**src/rtl/hjp_pkg.sv**
```systemverilog
// shared types and constants for the hash join probe block
// no dependencies
package hjp_pkg;

  localparam int BuildDepthDef    = 512;
  localparam int ProbeCountBitsDef = 20;
  localparam int ProbePosW        = 20;
  localparam int BuildPosW        = 9;
  localparam int KeyW             = 32;

  localparam logic [1:0] REQ_CLEAR = 2'd0;
  localparam logic [1:0] REQ_LOAD  = 2'd1;
  localparam logic [1:0] REQ_PROBE = 2'd2;

  typedef struct packed {
    logic [1:0]             req_type;
    logic signed [KeyW-1:0] key;
  } in_item_t;

  typedef struct packed {
    logic [ProbePosW-1:0]   probe_position;
    logic [BuildPosW-1:0]   build_position;
    logic signed [KeyW-1:0] match_value;
  } out_item_t;

  // item moving down the cell chain
  typedef struct packed {
    logic                   valid;
    logic                   is_load;
    logic                   hit;
    logic [ProbePosW-1:0]   probe_pos;
    logic signed [KeyW-1:0] key;
  } tok_t;

endpackage

```
**src/rtl/hjp_cell.sv**
```systemverilog
// one cell of the compare chain: holds one build key
// depends on hjp_pkg
module hjp_cell #(
  parameter int IDX   = 0,
  parameter int CNT_W = 10,
  parameter int POS_W = 9
) (
  input  logic              clk,
  input  logic              rst_n,
  input  logic              en,
  input  hjp_pkg::tok_t     tok_in,
  input  logic [CNT_W-1:0]  cnt_in,
  input  logic [POS_W-1:0]  pos_in,
  output hjp_pkg::tok_t     tok_out,
  output logic [CNT_W-1:0]  cnt_out,
  output logic [POS_W-1:0]  pos_out
);
  import hjp_pkg::*;

  logic signed [KeyW-1:0] key_r;
  tok_t                   tok_r, tok_nxt;
  logic [CNT_W-1:0]       cnt_r;
  logic [POS_W-1:0]       pos_r, pos_nxt;
  logic                   wr_en, hit;

  // load writes the cell whose index equals the count seen at entry
  assign wr_en = tok_in.valid && tok_in.is_load && (cnt_in == CNT_W'(IDX));
  // probe only compares cells below its entry count
  assign hit   = tok_in.valid && !tok_in.is_load && (CNT_W'(IDX) < cnt_in)
                 && (key_r == tok_in.key);

  always_comb begin
    tok_nxt = tok_in;
    pos_nxt = pos_in;
    if (hit) begin
      tok_nxt.hit = 1'b1;
      pos_nxt     = POS_W'(IDX);
    end
  end

  always_ff @(posedge clk) begin
    if (en && wr_en) begin
      key_r <= tok_in.key;
    end
  end

  always_ff @(posedge clk) begin
    if (!rst_n) begin
      tok_r.valid <= 1'b0;
    end else if (en) begin
      tok_r <= tok_nxt;
      cnt_r <= cnt_in;
      pos_r <= pos_nxt;
    end
  end

  assign tok_out = tok_r;
  assign cnt_out = cnt_r;
  assign pos_out = pos_r;

endmodule

```
**config.mk**
```make
export PLATFORM = sky130hd
export DESIGN_NAME = hjp_cell
export DESIGN_NICKNAME = d
export VERILOG_FILES = /design/src/rtl/hjp_pkg.sv /design/src/rtl/hjp_cell.sv
export SDC_FILE = /design/constraint.sdc
export NUM_CORES = 1
export LEC_CHECK = 0
export BUFFER_PORTS_ARGS = -buffer_cell sky130_fd_sc_hd__buf_2
export CORE_ASPECT_RATIO = 1.25
export CORE_UTILIZATION = 43
export CTS_BUF_LIST = sky130_fd_sc_hd__clkbuf_16
export DETAILED_ROUTE_END_ITERATION = 10
export GPL_ROUTABILITY_DRIVEN = 0
export PLACE_DENSITY = 0.75
export SETUP_SLACK_MARGIN = 0.02
export SYNTH_ARGS = -nofsm -noshare
export SYNTH_HDL_FRONTEND = slang
export SYNTH_SLANG_ARGS = --single-unit
```
**constraint.sdc**
```tcl
create_clock -name clk -period 2.4 [get_ports clk]
set_clock_uncertainty 0.1 [all_clocks]
set_input_delay 0.12 -clock clk [delete_from_list [all_inputs] [get_ports clk]]
set_output_delay 0.12 -clock clk [all_outputs]
set_load 0.005 [all_outputs]
```
# --- Word-level counts from Yosys, hierarchy flattened ---
# Index checks and enable logic that the tools add are counted.
word_totals:
  inputBits: 77
  elab_cells: 19
  ff_bits: 106
  output_inout_bits: 74
classes:
  n_reduce_logical: 9
  magnitude_cmp: 1
  eq_ne: 1
ops:
  columns: ["op", "count"]
  rows:
  - ["32-bit == test", 1]
  - ["10-bit logical NOT", 1]
  - ["1-bit by 10-bit less-than comparator with 1-bit output (first input constant)", 1]
  - ["1-bit logical AND", 6]
  - ["2-bit AND reduction", 1]
  - ["1-bit logical NOT", 1]

# --- Depth between registers and ports, before layout ---
# Gate-level depths: netlist of the first run.
logic_depth:
  word_depth: 4
  depth_mapped: 5
  mapped_depth_nobuf: 4

# --- Worst setup path after synthesis of the first run ---
# Ideal clock, no wire load.
synth_path:
  kind: "input port to flip-flop"
  start: "input cnt_in[7]"
  end: "register key_r[0] (enable)"
  path_buffers: 0
  path_stages: 3
  setup_ps: 421
  t_arrival_ps: 1870
  t_required_ps: 1879
  setup_slack_ps: 9
  cell_sequence: "nor4_1 > nand3_1 > nor2_1"
synth_between:
  elab_chain_cells: 3
synth_rtl:
  columns: ["item", "line", "text"]
  rows:
  - ["start, declared", "hjp_cell.sv:12", "input logic [CNT_W-1:0] cnt_in,"]
  - ["10-bit logical NOT", "hjp_cell.sv:27", "assign wr_en = tok_in.valid && tok_in.is_load && (cnt_in == CNT_W'(IDX));"]
  - ["1-bit logical AND", "hjp_cell.sv:27", null]
  - ["1-bit logical AND", "hjp_cell.sv:42", "if (en && wr_en) begin"]
  - ["end signal, assigned", "hjp_cell.sv:43", "key_r <= tok_in.key;"]
  - ["end, declared", "hjp_cell.sv:20", "logic signed [KeyW-1:0] key_r;"]
# No other way between the ends.
# A chain may end at the register's enable or synchronous reset.

# --- Final worst setup path of the first run ---
layout_path:
  start: "input cnt_in[2]"
  end: "register key_r[8] (enable)"
# The elaborated chain is that of the path after synthesis.

==> results of run 1 <==
-- Yosys cell counts (all sizes together) --
cell	count	share of area, %
edfxtp	105	85
xnor2	32	7.6
a31oi	9	1.5
inv	9	0.91
nand4	7	1.2
nor4	4	1.5
nand3	2	0.27
nor2	2	0.20
a31o	1	0.24
and2	1	0.17
and4	1	0.24
clkbuf	1	0.10
dfxtp	1	0.54
mux2i	1	0.27
nand3b	1	0.20
nor2b	1	0.17
-- final timing paths --
path	startpoint	to	slack (ns)	cells after the start
max	cnt_in[2]	key_r[8]	0.38	6
min	pos_in[2]	pos_out[2]	0.02	3
max reg2reg	key_r[4]	pos_out[6]	0.49	4
min reg2reg	key_r[13]	pos_out[2]	0.78	4
-- final cells by class --
| class | count | area, µm² | area share, % |
|---|---|---|---|
| sequential | 106 | 3170 | 57.1 |
| timing repair buffer | 218 | 1440 | 25.9 |
| multi-input combinational | 62 | 510 | 9.19 |
| clock buffer | 9 | 225 | 4.06 |
| tap | 97 | 121 | 2.19 |
| clock inverter | 6 | 50.0 | 0.901 |
| inverter | 9 | 33.8 | 0.608 |
-- power by group through the flow --
stage	Clock (mW)	Sequential, mW	Combinational, mW
after floorplan	0	2.21	0.0569
after global placement	0	2.19	0.247
after detailed placement	0	2.19	0.255
after CTS	1.40	2.15	0.338
after global routing	1.47	2.16	0.367
final	1.37	2.15	0.339
-- per-layer routing --
layer	routed length (µm)	GRT usage, %
met5	0	0
met4	159	7.75
met3	484	3.84
met2	4310	33.1
met1	3010	20.6
-- worst min-delay path, stage by stage --
cell and delay, ns:
buf_2 0.09, inv_1 0.04, a31oi_1 0.03
-- per-stage QoR --
step	worst slack, ns	hold slack [ns]	power (mW)	cells
2_1_floorplan	0.0341	0.119	2.26	178
3_3_place_gp	0.564	0.197	2.43	426
3_5_place_dp	0.432	0.198	2.44	426
4_1_cts	0.366	0.00115	3.89	507
5_1_grt	0.241	0.0155	4.00	507
6_report	0.383	0.0177	3.86	507
-- repair_timing --
item	in CTS	in global routing
hold endpoints to repair	97	0
hold buffers	66	0
resized for setup	0	0
-- sequential cells by signal, summed over array words and instances, names as in the netlist --
name / count
tok_out: 55
key_r: 32
cnt_out: 10
pos_out: 9
-- cells by family (layout without fill, tap and decap cells) --
group	after synthesis	after routing	synth area share, %
simple gates	19	19	3.91
buf+inv	10	242	1.01
flops	106	106	85.5
mux	1	1	0.270
xor+xnor	32	32	7.55
compound gates	10	10	1.75
==> results.json, run 1 <==
{
  "vias_per_cell": 4.82,
  "cts.path.max_buffers": 2,
  "cts_setup_buffers": 0,
  "placed_area_um2": 4620,
  "n_antenna_cell": 0,
  "power_switching_share_pct": 19.3,
  "grt.total_usage_pct": 18.3,
  "min_period_ns": 2.02,
  "utilization_pct": 67.0,
  "worst_pin_slew_ns": 0.599,
  "end_kind": "flop",
  "start_util_pct": 44.8,
  "postSynthCellCount": 178,
  "wl_per_cell_um": 15.7,
  "path_buf_inv": 3,
  "fin_nets": 483,
  "num_rows": 37,
  "cp_cell_sequence": "dlygate4sd3_1 -> buf_2 -> nor4_1 -> nand3_1 -> nor2_4 -> buf_4",
  "layout_commonest_cell": "buf_2",
  "power.internal_mw": 3.11,
  "vias": 2442,
  "start_kind": "input port",
  "detail-route-antenna-nets": 0,
  "htreeDepth": 3,
  "max_freq_mhz": 496,
  "drtPass1Iterations": 4,
  "p_clk_share_pct": 35.4,
  "p_per_area_nw_per_um2": 695,
  "cpMaxStageDelayCell": "dlygate4sd3_1",
  "numCtsBuffers": 9,
  "post-route-period-util_pct": 84.0,
  "maxCapViolCount": 0,
  "grt_pass1_vias": 2535,
  "core-area_um2": 8290,
  "critPathTopFamily": "buffers and inverters",
  "avgSynthCellArea_um2": 20.8,
  "crit_fanout": 30,
  "combPwrFrac_pct": 8.8,
  "status": "completed",
  "dieArea_um2": 9010,
  "power_switching_mw": 0.746,
  "fp.dieH_um": 106,
  "clk_latency_ns": 0.33,
  "overflow": 0,
  "synth_nets": 255,
  "rsz0062_at_grt": "false",
  "die_w_um": 85.1,
  "drc_errors": 0,
  "crit_required_ns": 2.29,
  "area_growth_pct": 49.6,
  "yosysWarnings": 0,
  "port_buffers": 150,
  "design_area_um2": 5550,
  "grt_start_max_net_pins": 39,
  "cts-root-buf": "clkbuf_16",
  "synth_area_um2": 3710,
  "arrival_ns": 1.91,
  "hold_viol_final": 0,
  "cts_tree": "done",
  "timing.setup.tns_ns": 0,
  "clkTransAtPathRegs_ns": 0.06,
  "maxSlewViolCount": 0,
  "p_leak_nw": 2.18,
  "peakVddDrop_mv": 0.421,
  "layout_common_cells": "150 x buf_2, 105 x edfxtp_1, 66 x dlygate4sd3_1",
  "drt_iter0_drc": 134,
  "io_pins": 151,
  "antenna_found_initial": 0,
  "slew_headroom_pct": 59.7,
  "critical_path_class": "input port to flop",
  "report.final.setup_viol": 0,
  "wl_um": 7970,
  "p_seq_share_pct": 55.8,
  "n_fill_cell": 561,
  "cts.sinks": 106,
  "synth_cell_types": 17,
  "grt_pass1_wl_um": 12200,
  "synth-seq-cells": 106,
  "hold_class": "input port to flop",
  "drive_gt1_share_pct": 40.7,
  "yosysSeqAreaShare_pct": 85.5,
  "cp_slowest_stage_delay_ns": 0.54
}
Power figures use the tool's default switching activity.
==> inputs of run 2 (changes only) <==
Clock period 2.4 ns to 1.8 ns, I/O delays scaled along.
==> run 2 against run 1 <==
Cell count is 2.8% higher. Critical path depth grew 1. Die area is the same. Final area grew 3.7%. Combinational power grew 42%. Hold slack improved by 0.19 ns. Power grew 34%. Setup slack got worse by 0.35 ns. Count of clock-buffer cells in the layout unchanged. Critical path type unchanged.
==> results.json, run 2 (same netlist as run 1, synthesis figures left out) <==
{
  "status": "completed",
  "layout_commonest_cell": "buf_2",
  "grt_pass1_wl_um": 12600,
  "core-area_um2": 8290,
  "regArea_um2": 3170,
  "io_pins": 151,
  "slew_headroom_pct": 80.3,
  "hold_viol_final": 0,
  "place_ws_ns": 0.00643,
  "setup_ws_ns": 0.0326,
  "post-route-period-util_pct": 98.2,
  "p_per_area_nw_per_um2": 900,
  "die_w_um": 85.1,
  "report.final.setup_viol": 0,
  "multi_input_area_um2": 551,
  "min_period_ns": 1.77,
  "design_area_um2": 5760,
  "clk_latency_ns": 0.34,
  "port_buffers": 150,
  "utilization_pct": 69.5,
  "n_fill_cell": 539,
  "critical_path_class": "input port to flop",
  "maxCapViolCount": 0,
  "vias_per_cell": 4.73,
  "area_growth_pct": 55.1,
  "start_kind": "input port",
  "grt_pass1_vias": 2559,
  "num_rows": 37,
  "place_inst": 428,
  "drt_iter0_drc": 95,
  "p_leak_nw": 2.29,
  "detail-route-antenna-nets": 0,
  "max_freq_mhz": 566,
  "peakVddDrop_mv": 0.560,
  "instances_no_fill": 521,
  "cts-root-buf": "clkbuf_16",
  "rsz0062_at_grt": "true",
  "numCtsBuffers": 9,
  "overflow": 0,
  "drtPass1Iterations": 5,
  "wl_um": 8360,
  "fin_nets": 496,
  "fp.dieH_um": 106,
  "maxSlewViolCount": 0,
  "crit_fanout": 10,
  "grt.total_usage_pct": 19.1,
  "dieArea_um2": 9010,
  "start_util_pct": 44.8,
  "end_kind": "flop",
  "cts.path.max_buffers": 2,
  "antenna_found_initial": 0,
  "worst_pin_slew_ns": 0.292,
  "dpl.hpwl_um": 4880,
  "drive_gt1_share_pct": 42.0,
  "drc_errors": 0,
  "htreeDepth": 3,
  "layout_common_cells": "149 x buf_2, 105 x edfxtp_1, 75 x dlygate4sd3_1",
  "hold_class": "input port to flop",
  "arrival_ns": 1.74,
  "cts.sinks": 106,
  "cts_tree": "done",
  "vias": 2466,
  "clkTransAtPathRegs_ns": 0.06,
  "n_antenna_cell": 0,
  "wl_per_cell_um": 16.0,
  "largest_register_ffs": 55,
  "placed_area_um2": 4660,
  "grt_start_max_net_pins": 39,
  "crit_required_ns": 1.77
}
-- run 2: repair_timing --
action / 4_1_cts / 5_1_grt
gates resized for setup: 0 / 10
hold buffers: 75 / 0
buffers inserted: 1 / 1
pin swaps: 1 / 3
endpoints found under the hold margin: 106 / 0
setup endpoints to repair: 2 / 39
-- run 2: per-layer routing --
metal	part of all wire [%]	vias up	track usage [%]
li1	-	1169	-
met1	36	1165	19.3
met2	56	110	35.6
met3	5.1	22	3.99
met4	3.3	0	11.0
met5	0	-	0
-- run 2: cell type report --
class	count	share of cell area, %
clock buffers	9	3.91
inverters	9	0.587
flip-flops and latches	106	55.1
well taps	97	2.11
repair buffers	231	27.8
clock inverters	7	0.956
multi-input cells	62	9.56
-- run 2: where the power goes --
| part | switching (mW) | internal (mW) |
|---|---|---|
| sequential | 0.0295 | 2.84 |
| combinational | 0.199 | 0.283 |
| clock | 0.777 | 1.05 |
-- run 2: path summary, 6_finish.rpt --
check	cells after the start	endpoint	start	slack [ns]
setup / recovery	7	pos_out[3]	tok_in[14]	0.03
hold / removal	2	tok_out[53]	en	0.20
setup reg to reg	5	pos_out[3]	key_r[3]	0.11
hold reg to reg	3	pos_out[8]	key_r[16]	0.75
-- run 2: metrics by stage --
step / TNS, ns / hold WS (ns) / power [mW]
after floorplan: 0 / 0.0889 / 3.02
after global placement: 0 / 0.167 / 3.25
after detailed placement: 0 / 0.168 / 3.26
after CTS: 0 / 0.139 / 5.20
after global routing: -0.0531 / 0.208 / 5.37
final: 0 / 0.204 / 5.18
-- run 2: worst max-delay path, stage by stage --
cell	delay, ns
dlygate4sd3_1	0.56
buf_2	0.17
xnor2_2	0.17
nand4_1	0.15
nor4_4	0.33
buf_6	0.18
a31oi_1	0.10
==> inputs of run 3 (changes only) <==
--- a/config.mk
+++ b/config.mk
@@ -7,4 +7,5 @@
 export LEC_CHECK = 0
 export BUFFER_PORTS_ARGS = -buffer_cell sky130_fd_sc_hd__buf_2
+export CAP_MARGIN = 20
 export CORE_ASPECT_RATIO = 1.25
 export CORE_UTILIZATION = 43
@@ -12,5 +13,5 @@
 export DETAILED_ROUTE_END_ITERATION = 10
 export GPL_ROUTABILITY_DRIVEN = 0
-export PLACE_DENSITY = 0.75
+export PLACE_DENSITY_LB_ADDON = 0.08
 export SETUP_SLACK_MARGIN = 0.02
 export SYNTH_ARGS = -nofsm -noshare
==> constraint.sdc (replaced) <==
create_clock -name clk -period 1.8 [get_ports clk]
set_clock_uncertainty 0.1 [all_clocks]
set_input_delay 0.54 -clock clk [delete_from_list [all_inputs] [get_ports clk]]
set_output_delay 0.54 -clock clk [all_outputs]
set_load 0.005 [all_outputs]
==> run 3 against run 2 <==
Hold slack improved by 0.068 ns. Largest cell class unchanged. Wire length decreased by 17%. Setup slack improved by 0.084 ns. Sequential share of layout area increased by 5.6 points. Combinational power decreased by 19%.
==> results.json, run 3 (same netlist as run 1, synthesis figures left out) <==
{
  "vias_per_cell": 4.70,
  "design_area_um2": 5230,
  "io_pins": 151,
  "p_leak_nw": 2.09,
  "fp.dieH_um": 106,
  "cts.path.max_buffers": 2,
  "overflow": 0,
  "start_util_pct": 44.8,
  "routed-wl-met3_um": 647,
  "largest_register_ffs": 55,
  "clkTransAtPathRegs_ns": 0.07,
  "grt_pass1_vias": 2257,
  "hold_viol_final": 0,
  "max_freq_mhz": 594,
  "cts_tree": "done",
  "timing.setup.tns_ns": 0,
  "status": "completed",
  "dieArea_um2": 9010,
  "report.final.setup_viol": 0,
  "cts_hold_buf": 0,
  "critPathTopFamily": "simple AND/OR/NAND/NOR gates",
  "drive_gt1_share_pct": 55.5,
  "die_w_um": 85.1,
  "cp_slowest_stage_delay_ns": 0.39,
  "core-area_um2": 8290,
  "cpMaxStageDelayCell": "edfxtp_1",
  "instances_no_fill": 470,
  "crit_required_ns": 1.76,
  "dpl.hpwl_um": 5280,
  "critical_path_class": "flop to flop",
  "slew_headroom_pct": 77.6,
  "numCtsBuffers": 9,
  "peakVddDrop_mv": 0.671,
  "layout_common_cells": "150 x buf_2, 105 x edfxtp_1, 25 x xnor2_1",
  "antenna_found_initial": 0,
  "top_layer": "met4",
  "end_kind": "flop",
  "route.met2.wl_um": 3350,
  "utilization_pct": 63.1,
  "drtPass1Iterations": 4,
  "worst_pin_slew_ns": 0.337,
  "wl_per_cell_um": 14.8,
  "min_period_ns": 1.68,
  "detail-route-antenna-nets": 0,
  "fin_nets": 445,
  "rsz0062_at_grt": "true",
  "cts-root-buf": "clkbuf_16",
  "arrival_ns": 1.65,
  "cts.sinks": 106,
  "p_per_area_nw_per_um2": 953,
  "placed_area_um2": 4940,
  "grt_start_max_net_pins": 26,
  "htreeDepth": 3,
  "drt-met1-wl_um": 2830,
  "place_ws_ns": -0.222,
  "place_inst": 454,
  "clk_latency_ns": 0.34,
  "layout_commonest_cell": "buf_2",
  "port_buffers": 150,
  "post-route-period-util_pct": 93.5,
  "drc_errors": 0,
  "crit_fanout": 10,
  "maxSlewViolCount": 0,
  "hold_class": "input port to flop",
  "num_rows": 37,
  "wl_um": 6960,
  "vias": 2210,
  "drt_iter0_drc": 94,
  "n_antenna_cell": 0,
  "area_growth_pct": 40.8,
  "cp_cell_sequence": "xnor2_1 -> nand4_1 -> nor4_4 -> buf_6 -> a31oi_1",
  "grt_pass1_wl_um": 10800,
  "path_buf_inv": 1,
  "grt.total_usage_pct": 16.2,
  "maxCapViolCount": 0,
  "start_kind": "flop",
  "setup_ws_ns": 0.117
}
[run 3: cell types whose count changed in the layout (fill, tap and decap cells not counted), moves of 2 or more]
cell           change
buf_4             +23
clkinvlp_4         +2
nor4_4             +2
nor4_1             -2
xnor2_2            +2
xnor2_1            -2
dlygate4sd3_1     -75
[run 3: stage by stage]
| step | total power, mW | hold WS, ns |
|---|---|---|
| after detailed placement | 3.31 | 0.431 |
| after CTS | 5.04 | 0.257 |
| after global placement | 3.31 | 0.397 |
| final | 4.98 | 0.272 |
| after global routing | 5.16 | 0.259 |
| after floorplan | 3.02 | 0.407 |
[run 3: worst paths after layout]
kind                     from          end  slack, ns  cells past startpoint
setup / recovery    key_r[27]   pos_out[8]       0.12                      5
hold / removal     tok_in[44]  tok_out[44]       0.27                      1
setup reg to reg    key_r[27]   pos_out[8]       0.12                      5
hold reg to reg   tok_out[54]  tok_out[54]       0.44                      2
[run 3: worst reg2reg max path: cells and delay by family, from the launching register on]
kind	cells	cell delay (ns)
buf+inv	1	0.17
compound gates	1	0.10
simple gates	2	0.49
xor+xnor	1	0.15
flops	1	0.39
[run 3: layout make-up]
| class | count | area, µm² |
|---|---|---|
| Multi-Input combinational cell | 62 | 598 |
| Fill cell | 609 | 3060 |
| Tap cell | 97 | 121 |
| Clock buffer | 9 | 225 |
| Timing Repair Buffer | 180 | 1030 |
| Sequential cell | 106 | 3170 |
| Inverter | 9 | 33.8 |
| Clock inverter | 7 | 40.0 |
[run 3: metal layers]
layer	up-vias	track usage, %
li1	1069	-
met3	12	6.03
met1	1024	19.4
met2	105	26.0
met4	0	7.51
met5	-	0
[run 3: repair_timing]
item / 4_1_cts / 5_1_grt
gates resized for setup: 0 / 3
setup endpoints to repair: 0 / 9
buffers inserted: 0 / 0
[run 3: power breakdown]
part	internal (mW)	total, mW	switching [mW]
sequential	2.84	2.86	0.0242
combinational	0.210	0.391	0.181
clock	0.922	1.72	0.803
